File: src/sha256sh_pkg.sv
// Package: payload types, state codes, constants and schedule functions for the SHA-256 hasher.
package sha256sh_pkg;

    localparam int unsigned WordW     = 32;
    localparam int unsigned SchedDepth = 16;

    typedef struct packed {
        logic [7:0] msg_byte;
        logic       byte_present;
        logic       end_of_message;
    } in_item_t;

    typedef struct packed {
        logic [31:0] digest_word;
        logic [2:0]  word_index;
        logic        last_word;
    } out_item_t;

    typedef logic [7:0][31:0] hvec_t;

    typedef enum logic [2:0] {
        S_FILL, S_PINIT, S_PAD, S_CMP, S_ADD, S_OUT
    } state_t;

    typedef enum logic [1:0] {
        R_FILL, R_PAD, R_PAD2, R_OUT
    } ret_t;

    localparam hvec_t HashInit = {
        32'h5be0cd19, 32'h1f83d9ab, 32'h9b05688c, 32'h510e527f,
        32'ha54ff53a, 32'h3c6ef372, 32'hbb67ae85, 32'h6a09e667
    };

    localparam logic [0:63][31:0] RoundK = {
        32'h428a2f98, 32'h71374491, 32'hb5c0fbcf, 32'he9b5dba5,
        32'h3956c25b, 32'h59f111f1, 32'h923f82a4, 32'hab1c5ed5,
        32'hd807aa98, 32'h12835b01, 32'h243185be, 32'h550c7dc3,
        32'h72be5d74, 32'h80deb1fe, 32'h9bdc06a7, 32'hc19bf174,
        32'he49b69c1, 32'hefbe4786, 32'h0fc19dc6, 32'h240ca1cc,
        32'h2de92c6f, 32'h4a7484aa, 32'h5cb0a9dc, 32'h76f988da,
        32'h983e5152, 32'ha831c66d, 32'hb00327c8, 32'hbf597fc7,
        32'hc6e00bf3, 32'hd5a79147, 32'h06ca6351, 32'h14292967,
        32'h27b70a85, 32'h2e1b2138, 32'h4d2c6dfc, 32'h53380d13,
        32'h650a7354, 32'h766a0abb, 32'h81c2c92e, 32'h92722c85,
        32'ha2bfe8a1, 32'ha81a664b, 32'hc24b8b70, 32'hc76c51a3,
        32'hd192e819, 32'hd6990624, 32'hf40e3585, 32'h106aa070,
        32'h19a4c116, 32'h1e376c08, 32'h2748774c, 32'h34b0bcb5,
        32'h391c0cb3, 32'h4ed8aa4a, 32'h5b9cca4f, 32'h682e6ff3,
        32'h748f82ee, 32'h78a5636f, 32'h84c87814, 32'h8cc70208,
        32'h90befffa, 32'ha4506ceb, 32'hbef9a3f7, 32'hc67178f2
    };

    function automatic logic [31:0] rotr(input logic [31:0] x, input int unsigned n);
        rotr = (x >> n) | (x << (32 - n));
    endfunction

    function automatic logic [31:0] ssig0(input logic [31:0] x);
        ssig0 = rotr(x, 7) ^ rotr(x, 18) ^ (x >> 3);
    endfunction

    function automatic logic [31:0] ssig1(input logic [31:0] x);
        ssig1 = rotr(x, 17) ^ rotr(x, 19) ^ (x >> 10);
    endfunction

endpackage

File: src/sha256_stream_hasher.sv
// Top level: byte-stream SHA-256 hasher with RAM-held block and message schedule.
//
//  channel | dir | ports                         | payload
//  s_      | in  | s_valid s_ready s_payload     | msg_byte, byte_present, end_of_message
//  m_      | out | m_valid m_ready m_payload     | digest_word, word_index, last_word
//
// One byte per cycle while filling; a full block is then compressed in 64 rounds,
// each a read phase and an update phase paced by the two-read schedule RAM, then a hash add.
// End of message: a set-up state, 16 - held/4 pad writes, a compression per padded block,
// 16 more pad writes for a spill block, then 8 output transfers.
// Synchronous active-low reset restores the initial hash; RAM contents are not cleared.
// Input stalls while a block is compressed, padded or the digest is out.
module sha256_stream_hasher (
    input  logic                    aclk,
    input  logic                    aresetn,
    input  logic                    s_valid,
    output logic                    s_ready,
    input  sha256sh_pkg::in_item_t  s_payload,
    output logic                    m_valid,
    input  logic                    m_ready,
    output sha256sh_pkg::out_item_t m_payload
);

    sha256sh_pkg::state_t state_reg, state_next;
    sha256sh_pkg::ret_t   ret_reg, ret_next;
    sha256sh_pkg::hvec_t  hash_reg, hash_next;
    sha256sh_pkg::hvec_t  v_reg, v_next, v_rnd;

    logic [5:0]  cnt_reg, cnt_next;
    logic [23:0] acc_reg, acc_next;
    logic [63:0] bits_reg, bits_next;
    logic [63:0] total_reg, total_next;
    logic [3:0]  ptr_reg, ptr_next;
    logic [3:0]  kw_reg, kw_next;
    logic        two_reg, two_next;
    logic        first_reg, first_next;
    logic [6:0]  rnd_reg, rnd_next;
    logic        ph_reg, ph_next;
    logic        pend_reg, pend_next;
    logic [31:0] s1_reg, s1_next;
    logic [31:0] s0_reg, s0_next;
    logic [2:0]  idx_reg, idx_next;

    logic        we;
    logic [3:0]  waddr;
    logic [31:0] wdata;
    logic [3:0]  raddr_a;
    logic [3:0]  raddr_b;
    logic [31:0] rdata_a;
    logic [31:0] rdata_b;
    logic [5:0]  tc;
    logic [31:0] w_rnd;
    logic [31:0] part_word;
    logic        in_xfer;

    sha256sh_ram #(
        .WIDTH (sha256sh_pkg::WordW),
        .DEPTH (sha256sh_pkg::SchedDepth)
    ) u_ram (
        .aclk    (aclk),
        .we      (we),
        .waddr   (waddr),
        .wdata   (wdata),
        .raddr_a (raddr_a),
        .raddr_b (raddr_b),
        .rdata_a (rdata_a),
        .rdata_b (rdata_b)
    );

    assign tc = 6'(rnd_reg - 7'd1);

    sha256sh_round u_round (
        .v_i   (v_reg),
        .early (tc[5:4] == 2'd0),
        .rd_a  (rdata_a),
        .rd_b  (rdata_b),
        .s1    (s1_reg),
        .s0    (s0_reg),
        .k     (sha256sh_pkg::RoundK[tc]),
        .v_o   (v_rnd),
        .w_o   (w_rnd)
    );

    assign s_ready = (state_reg == sha256sh_pkg::S_FILL);
    assign in_xfer = s_valid && s_ready;
    assign m_valid = (state_reg == sha256sh_pkg::S_OUT);
    assign m_payload.digest_word = hash_reg[idx_reg];
    assign m_payload.word_index  = idx_reg;
    assign m_payload.last_word   = (idx_reg == 3'd7);

    always_comb begin
        case (cnt_reg[1:0])
            2'd0:    part_word = 32'h8000_0000;
            2'd1:    part_word = {acc_reg[7:0], 8'h80, 16'h0};
            2'd2:    part_word = {acc_reg[15:0], 8'h80, 8'h0};
            default: part_word = {acc_reg[23:0], 8'h80};
        endcase
    end

    always_comb begin
        state_next = state_reg;
        ret_next   = ret_reg;
        hash_next  = hash_reg;
        v_next     = v_reg;
        cnt_next   = cnt_reg;
        acc_next   = acc_reg;
        bits_next  = bits_reg;
        total_next = total_reg;
        ptr_next   = ptr_reg;
        kw_next    = kw_reg;
        two_next   = two_reg;
        first_next = first_reg;
        rnd_next   = rnd_reg;
        ph_next    = ph_reg;
        pend_next  = pend_reg;
        s1_next    = s1_reg;
        s0_next    = s0_reg;
        idx_next   = idx_reg;
        we         = 1'b0;
        waddr      = cnt_reg[5:2];
        wdata      = {acc_reg, s_payload.msg_byte};
        raddr_a    = 4'(rnd_reg[3:0] - 4'd2);
        raddr_b    = 4'(rnd_reg[3:0] + 4'd1);
        case (state_reg)
            sha256sh_pkg::S_FILL: begin
                if (in_xfer) begin
                    if (s_payload.byte_present) begin
                        acc_next = {acc_reg[15:0], s_payload.msg_byte};
                        cnt_next = 6'(cnt_reg + 6'd1);
                        we       = (cnt_reg[1:0] == 2'd3);
                        if (cnt_reg == 6'd63) begin
                            bits_next  = bits_reg + 64'd512;
                            state_next = sha256sh_pkg::S_CMP;
                            ret_next   = s_payload.end_of_message ? sha256sh_pkg::R_PAD
                                                                  : sha256sh_pkg::R_FILL;
                            rnd_next   = 7'd0;
                            ph_next    = 1'b0;
                            pend_next  = 1'b0;
                        end else if (s_payload.end_of_message) begin
                            state_next = sha256sh_pkg::S_PINIT;
                        end
                    end else if (s_payload.end_of_message) begin
                        state_next = sha256sh_pkg::S_PINIT;
                    end
                end
            end
            sha256sh_pkg::S_PINIT: begin
                total_next = bits_reg + {55'd0, cnt_reg, 3'd0};
                kw_next    = cnt_reg[5:2];
                ptr_next   = cnt_reg[5:2];
                two_next   = (cnt_reg >= 6'd56);
                first_next = 1'b1;
                state_next = sha256sh_pkg::S_PAD;
            end
            sha256sh_pkg::S_PAD: begin
                we    = 1'b1;
                waddr = ptr_reg;
                if (first_reg && ptr_reg == kw_reg) begin
                    wdata = part_word;
                end else if (!(first_reg && two_reg) && ptr_reg == 4'd14) begin
                    wdata = total_reg[63:32];
                end else if (!(first_reg && two_reg) && ptr_reg == 4'd15) begin
                    wdata = total_reg[31:0];
                end else begin
                    wdata = 32'd0;
                end
                ptr_next = 4'(ptr_reg + 4'd1);
                if (ptr_reg == 4'd15) begin
                    state_next = sha256sh_pkg::S_CMP;
                    ret_next   = (first_reg && two_reg) ? sha256sh_pkg::R_PAD2
                                                        : sha256sh_pkg::R_OUT;
                    rnd_next   = 7'd0;
                    ph_next    = 1'b0;
                    pend_next  = 1'b0;
                end
            end
            sha256sh_pkg::S_CMP: begin
                if (!ph_reg) begin
                    if (pend_reg) begin
                        v_next = v_rnd;
                        we     = (tc[5:4] != 2'd0);
                        waddr  = tc[3:0];
                        wdata  = w_rnd;
                    end else begin
                        v_next = hash_reg;
                    end
                    if (rnd_reg == 7'd64) begin
                        state_next = sha256sh_pkg::S_ADD;
                    end else begin
                        ph_next = 1'b1;
                    end
                end else begin
                    s1_next   = sha256sh_pkg::ssig1(rdata_a);
                    s0_next   = sha256sh_pkg::ssig0(rdata_b);
                    raddr_a   = 4'(rnd_reg[3:0] + 4'd9);
                    raddr_b   = rnd_reg[3:0];
                    ph_next   = 1'b0;
                    pend_next = 1'b1;
                    rnd_next  = 7'(rnd_reg + 7'd1);
                end
            end
            sha256sh_pkg::S_ADD: begin
                for (int j = 0; j < 8; j++) begin
                    hash_next[j] = hash_reg[j] + v_reg[j];
                end
                case (ret_reg)
                    sha256sh_pkg::R_FILL: state_next = sha256sh_pkg::S_FILL;
                    sha256sh_pkg::R_PAD:  state_next = sha256sh_pkg::S_PINIT;
                    sha256sh_pkg::R_PAD2: begin
                        state_next = sha256sh_pkg::S_PAD;
                        first_next = 1'b0;
                        ptr_next   = 4'd0;
                    end
                    default: begin
                        state_next = sha256sh_pkg::S_OUT;
                        idx_next   = 3'd0;
                    end
                endcase
            end
            sha256sh_pkg::S_OUT: begin
                if (m_ready) begin
                    idx_next = 3'(idx_reg + 3'd1);
                    if (idx_reg == 3'd7) begin
                        hash_next  = sha256sh_pkg::HashInit;
                        bits_next  = 64'd0;
                        cnt_next   = 6'd0;
                        state_next = sha256sh_pkg::S_FILL;
                    end
                end
            end
            default: state_next = sha256sh_pkg::S_FILL;
        endcase
    end

    always_ff @(posedge aclk) begin
        if (!aresetn) begin
            state_reg <= sha256sh_pkg::S_FILL;
            ret_reg   <= sha256sh_pkg::R_FILL;
            hash_reg  <= sha256sh_pkg::HashInit;
            cnt_reg   <= 6'd0;
            bits_reg  <= 64'd0;
            rnd_reg   <= 7'd0;
            ph_reg    <= 1'b0;
            pend_reg  <= 1'b0;
            idx_reg   <= 3'd0;
            ptr_reg   <= 4'd0;
            first_reg <= 1'b0;
        end else begin
            state_reg <= state_next;
            ret_reg   <= ret_next;
            hash_reg  <= hash_next;
            cnt_reg   <= cnt_next;
            bits_reg  <= bits_next;
            rnd_reg   <= rnd_next;
            ph_reg    <= ph_next;
            pend_reg  <= pend_next;
            idx_reg   <= idx_next;
            ptr_reg   <= ptr_next;
            first_reg <= first_next;
        end
    end

    always_ff @(posedge aclk) begin
        v_reg     <= v_next;
        acc_reg   <= acc_next;
        total_reg <= total_next;
        kw_reg    <= kw_next;
        two_reg   <= two_next;
        s1_reg    <= s1_next;
        s0_reg    <= s0_next;
    end

    a_no_overlap: assert property (@(posedge aclk) disable iff (!aresetn)
        !(s_ready && m_valid))
        else $error("input and output open together");

    a_back_to_fill: assert property (@(posedge aclk) disable iff (!aresetn)
        (m_valid && m_ready && m_payload.last_word) |=> (s_ready && cnt_reg == 6'd0))
        else $error("no restart after digest");

    a_no_write_out: assert property (@(posedge aclk) disable iff (!aresetn)
        m_valid |-> !we)
        else $error("RAM write while digest out");

    a_round_bound: assert property (@(posedge aclk) disable iff (!aresetn)
        (state_reg == sha256sh_pkg::S_CMP) |-> (rnd_reg <= 7'd64))
        else $error("round counter overrun");

endmodule

File: src/sha256sh_ram.sv
// Generic single-write, dual-read RAM with registered read data.
module sha256sh_ram #(
    parameter int unsigned WIDTH = 32,
    parameter int unsigned DEPTH = 16
) (
    input  logic                     aclk,
    input  logic                     we,
    input  logic [$clog2(DEPTH)-1:0] waddr,
    input  logic [WIDTH-1:0]         wdata,
    input  logic [$clog2(DEPTH)-1:0] raddr_a,
    input  logic [$clog2(DEPTH)-1:0] raddr_b,
    output logic [WIDTH-1:0]         rdata_a,
    output logic [WIDTH-1:0]         rdata_b
);

    logic [WIDTH-1:0] mem [DEPTH];

    always_ff @(posedge aclk) begin
        if (we) begin
            mem[waddr] <= wdata;
        end
        rdata_a <= mem[raddr_a];
        rdata_b <= mem[raddr_b];
    end

endmodule

File: src/sha256sh_round.sv
// One SHA-256 round: schedule word assembly and working-variable update.
module sha256sh_round (
    input  sha256sh_pkg::hvec_t v_i,
    input  logic                early,
    input  logic [31:0]         rd_a,
    input  logic [31:0]         rd_b,
    input  logic [31:0]         s1,
    input  logic [31:0]         s0,
    input  logic [31:0]         k,
    output sha256sh_pkg::hvec_t v_o,
    output logic [31:0]         w_o
);

    logic [31:0] t1;
    logic [31:0] t2;
    logic [31:0] a;
    logic [31:0] e;

    assign a   = v_i[0];
    assign e   = v_i[4];
    assign w_o = early ? rd_b : (s1 + rd_a + s0 + rd_b);
    assign t1  = v_i[7]
               + (sha256sh_pkg::rotr(e, 6) ^ sha256sh_pkg::rotr(e, 11)
                  ^ sha256sh_pkg::rotr(e, 25))
               + ((e & v_i[5]) ^ (~e & v_i[6])) + k + w_o;
    assign t2  = (sha256sh_pkg::rotr(a, 2) ^ sha256sh_pkg::rotr(a, 13)
                  ^ sha256sh_pkg::rotr(a, 22))
               + ((a & v_i[1]) ^ (a & v_i[2]) ^ (v_i[1] & v_i[2]));

    always_comb begin
        v_o    = v_i;
        v_o[7] = v_i[6];
        v_o[6] = v_i[5];
        v_o[5] = v_i[4];
        v_o[4] = v_i[3] + t1;
        v_o[3] = v_i[2];
        v_o[2] = v_i[1];
        v_o[1] = v_i[0];
        v_o[0] = t1 + t2;
    end

endmodule

File: config.mk
export PLATFORM = sky130hd
export DESIGN_NAME = sha256_stream_hasher
export DESIGN_NICKNAME = d
export VERILOG_FILES = /design/src/sha256sh_pkg.sv /design/src/sha256_stream_hasher.sv /design/src/sha256sh_ram.sv /design/src/sha256sh_round.sv
export SDC_FILE = /design/constraint.sdc
export NUM_CORES = 2
export LEC_CHECK = 0
export BUFFER_PORTS_ARGS = -buffer_cell sky130_fd_sc_hd__buf_2
export CORE_MARGIN = 8
export CORE_UTILIZATION = 25
export DETAILED_ROUTE_END_ITERATION = 8
export HOLD_SLACK_MARGIN = 0.05
export PLACE_DENSITY = 0.44
export SLEW_MARGIN = 10
export SYNTH_ARGS = -nofsm -noshare
export SYNTH_HDL_FRONTEND = slang
export SYNTH_SLANG_ARGS = --single-unit
File: constraint.sdc
create_clock -name aclk -period 49.2 [get_ports aclk]
set_clock_uncertainty 0.1 [all_clocks]
set_input_delay 9.84 -clock aclk [delete_from_list [all_inputs] [get_ports aclk]]
set_output_delay 9.84 -clock aclk [all_outputs]
set_load 0.1 [all_outputs]
==> impl_metrics.tcl <==
set metrics [dict create \
    dpl_cell_area_um2 89300 \
    setup_viol 0 \
    initial_core_util_pct 25.1 \
    fin_area_um2 94300 \
    cts_buffers 159 \
    ant_nets 0 \
    vias_per_cell 5.19 \
    crit_arrival_ns 3.72 \
    drv_cap 0 \
    synth_cell_types 104 \
    worst_pin_slew_ns 1.25 \
    max_stage_delay_ns 0.81 \
    rsz0062_at_grt "false" \
    wl_per_cell_um 25.6 \
    tritoncts "yes" \
    final_layout_size_suffix_gt1_share_pct 15.8 \
    die_h_um 595 \
    min_path_cells 1 \
    total_power_w 0.00378 \
    fin_crit_sh_pct 27.8 \
    fin_crit_ns 13.66 \
    worstSetupPathType "reg2out" \
    syn-cell-area_um2 83900 \
    crit_fanout 39 \
    fin_tns_setup_ns 0 \
    dpl.hpwl_mm 218 \
    final_core_util_pct 28.3 \
    grt_pass1_wl_mm 433 \
    cp_cell_sequence "buf_4 > mux4_2 > mux2_2 > buf_2" \
    syn_to_final_growth_pct 12.4 \
    ctsHoldBuffers 0 \
    ys_warn_count 0 \
    die_area_um2 354000 \
    first_pass_iters 8 \
    max_freq_mhz 73.2 \
    die_w_um 595 \
    mostFrequentLayoutCells "edfxtp_1 (922), nor2_1 (480), a21oi_1 (457)" \
    insertion_delay_ns 0.84 \
    clkSinkCount 1325 \
    largest_reg_flops 512 \
    post_cts_resized 0 \
    antenna_found_initial 24 \
    nets 7882 \
    netlist_instances 7384 \
    maxSlewViolCount 0 \
    reg2reg_depth 33 \
    hold_viol 0 \
    drc 0 \
    port_buffers 51 \
    htreeDepth 4 \
    synthFlopType "edfxtp_1" \
    seq_area_frac_synth_pct 42.6 \
    cp_data_required_time_ns 39.26 \
    slowest_stage "dfxtp_4" \
    status "complete, no violations" \
    clockRootBuffer "clkbuf_16" \
    hold_path.class "reg2reg" \
    grt_overflow 0 \
    grt_pass1_vias 61400 \
    powerDensity_nw_per_um2 40.1 \
    core_um2 334000 \
    ys_async_sr_fraction_pct 0 \
    grt_util_all_layers_pct 16.3 \
    synth-edff-count 922 \
    num_rows 212 \
    vdd_drop_max_uv 32.1 \
    boundaryPins 52 \
    wirelength_mm 302 \
    cp-end-kind "output pin" \
    num_vias 61200 \
    ys_seq_elements 1325 \
    gp_congestion 0.903 \
    synth_area_per_cell_um2 11.4 \
    drtIter0Drc 5163 \
    final_common_cell "edfxtp_1" \
    cts_setup_buffers 0 \
    grt_max_degree 137 \
    syn-num-nets 7997 \
    max-slew-margin-rel_pct 16.3 \
    start_kind "register" \
    p_leak_nw 33.6 \
    clockBufferDepth 4 \
    clk_pin_slew_ns 0.06 \
]
## cell families after synthesis
| group | Yosys count | synth area share, % |
|---|---|---|
| multiplexers | 692 | 14.4 |
| XOR/XNOR | 619 | 6.50 |
| AO/OA/AOI/OAI | 1685 | 13.0 |
| AND/OR/NAND/NOR | 1560 | 8.53 |
| buffers and inverters | 886 | 4.04 |
| adder cells (fa/ha/maj) | 617 | 10.9 |
| flip-flops | 1325 | 42.6 |
## cell type report
type / count / area (µm²)
fill: 34100 / 239000
multi-input combinational: 5173 / 45100
sequential: 1325 / 35800
tap: 4387 / 5490
clock buffer: 222 / 4450
inverter: 420 / 1580
timing repair buffer: 190 / 1360
clock inverter: 61 / 494
antenna: 6 / 15.0
## where the power goes
part	total, W	leakage, nW	switching [W]	internal [W]
logic	0.00136	19.8	0.000850	0.000512
clock network	0.00116	2.42	0.000492	0.000667
registers	0.00126	11.4	0.0000229	0.00123
total	0.00378	33.6	0.00137	0.00241
## synthesized netlist by cell type (39+ instances only)
master,instances,share of area [%]
nand2_1,459,2.1
nand3_1,148,0.88
clkbuf_1,374,1.7
nor2_1,503,2.3
mux2_2,262,3.5
or3_1,40,0.30
nor3_1,119,0.71
o211ai_1,40,0.36
inv_1,413,1.8
o21ai_1,49,0.29
xor2_1,209,2.2
o21ai_0,314,1.9
o22ai_1,47,0.35
dfxtp_1,403,9.6
a21oi_1,458,2.7
fa_1,198,4.7
o21bai_1,58,0.52
a22oi_1,60,0.54
ha_1,401,6.0
a21o_1,178,1.6
nor2b_1,39,0.29
and3_1,54,0.40
mux4_2,387,10
edfxtp_1,922,33
mux2i_1,43,0.51
o21a_1,58,0.52
a211oi_1,72,0.64
buf_1,50,0.22
nand2b_1,46,0.34
xnor2_1,407,4.2
a31oi_1,69,0.51
## routing by layer
metal	global-route usage, %	routed length (µm)
met3	2.22	17100
met5	0	0
met2	27.5	143000
met1	22.0	133000
met4	4.58	9450
## worst paths after layout
check / from / slack (ns) / end
worst max-delay path: idx_reg[0] / 35.54 / m_payload[6]
worst min-delay path: rnd_reg[6] / 0.37 / rnd_reg[6]
worst max register to register: rnd_reg[1] / 37.29 / v_reg[31]
worst min register to register: rnd_reg[6] / 0.37 / rnd_reg[6]
## metrics by stage
stage | hold slack, ns | setup WS (ns) | cells
finish | 0.374 | 35.54 | 11800
global placement | 0.349 | 35.93 | 11500
floorplan | 0.303 | 33.17 | 7384
global route | 0.379 | 35.34 | 11800
detailed placement | 0.358 | 35.89 | 11500
CTS | 0.370 | 35.41 | 11800
## critical path: cells and delay by family (launching register included)
| kind | cells | cell delay (ns) |
|---|---|---|
| flops | 1 | 0.81 |
| buf+inv | 2 | 1.06 |
| mux | 2 | 0.96 |
Note: power is estimated with default switching activity, not from simulation.
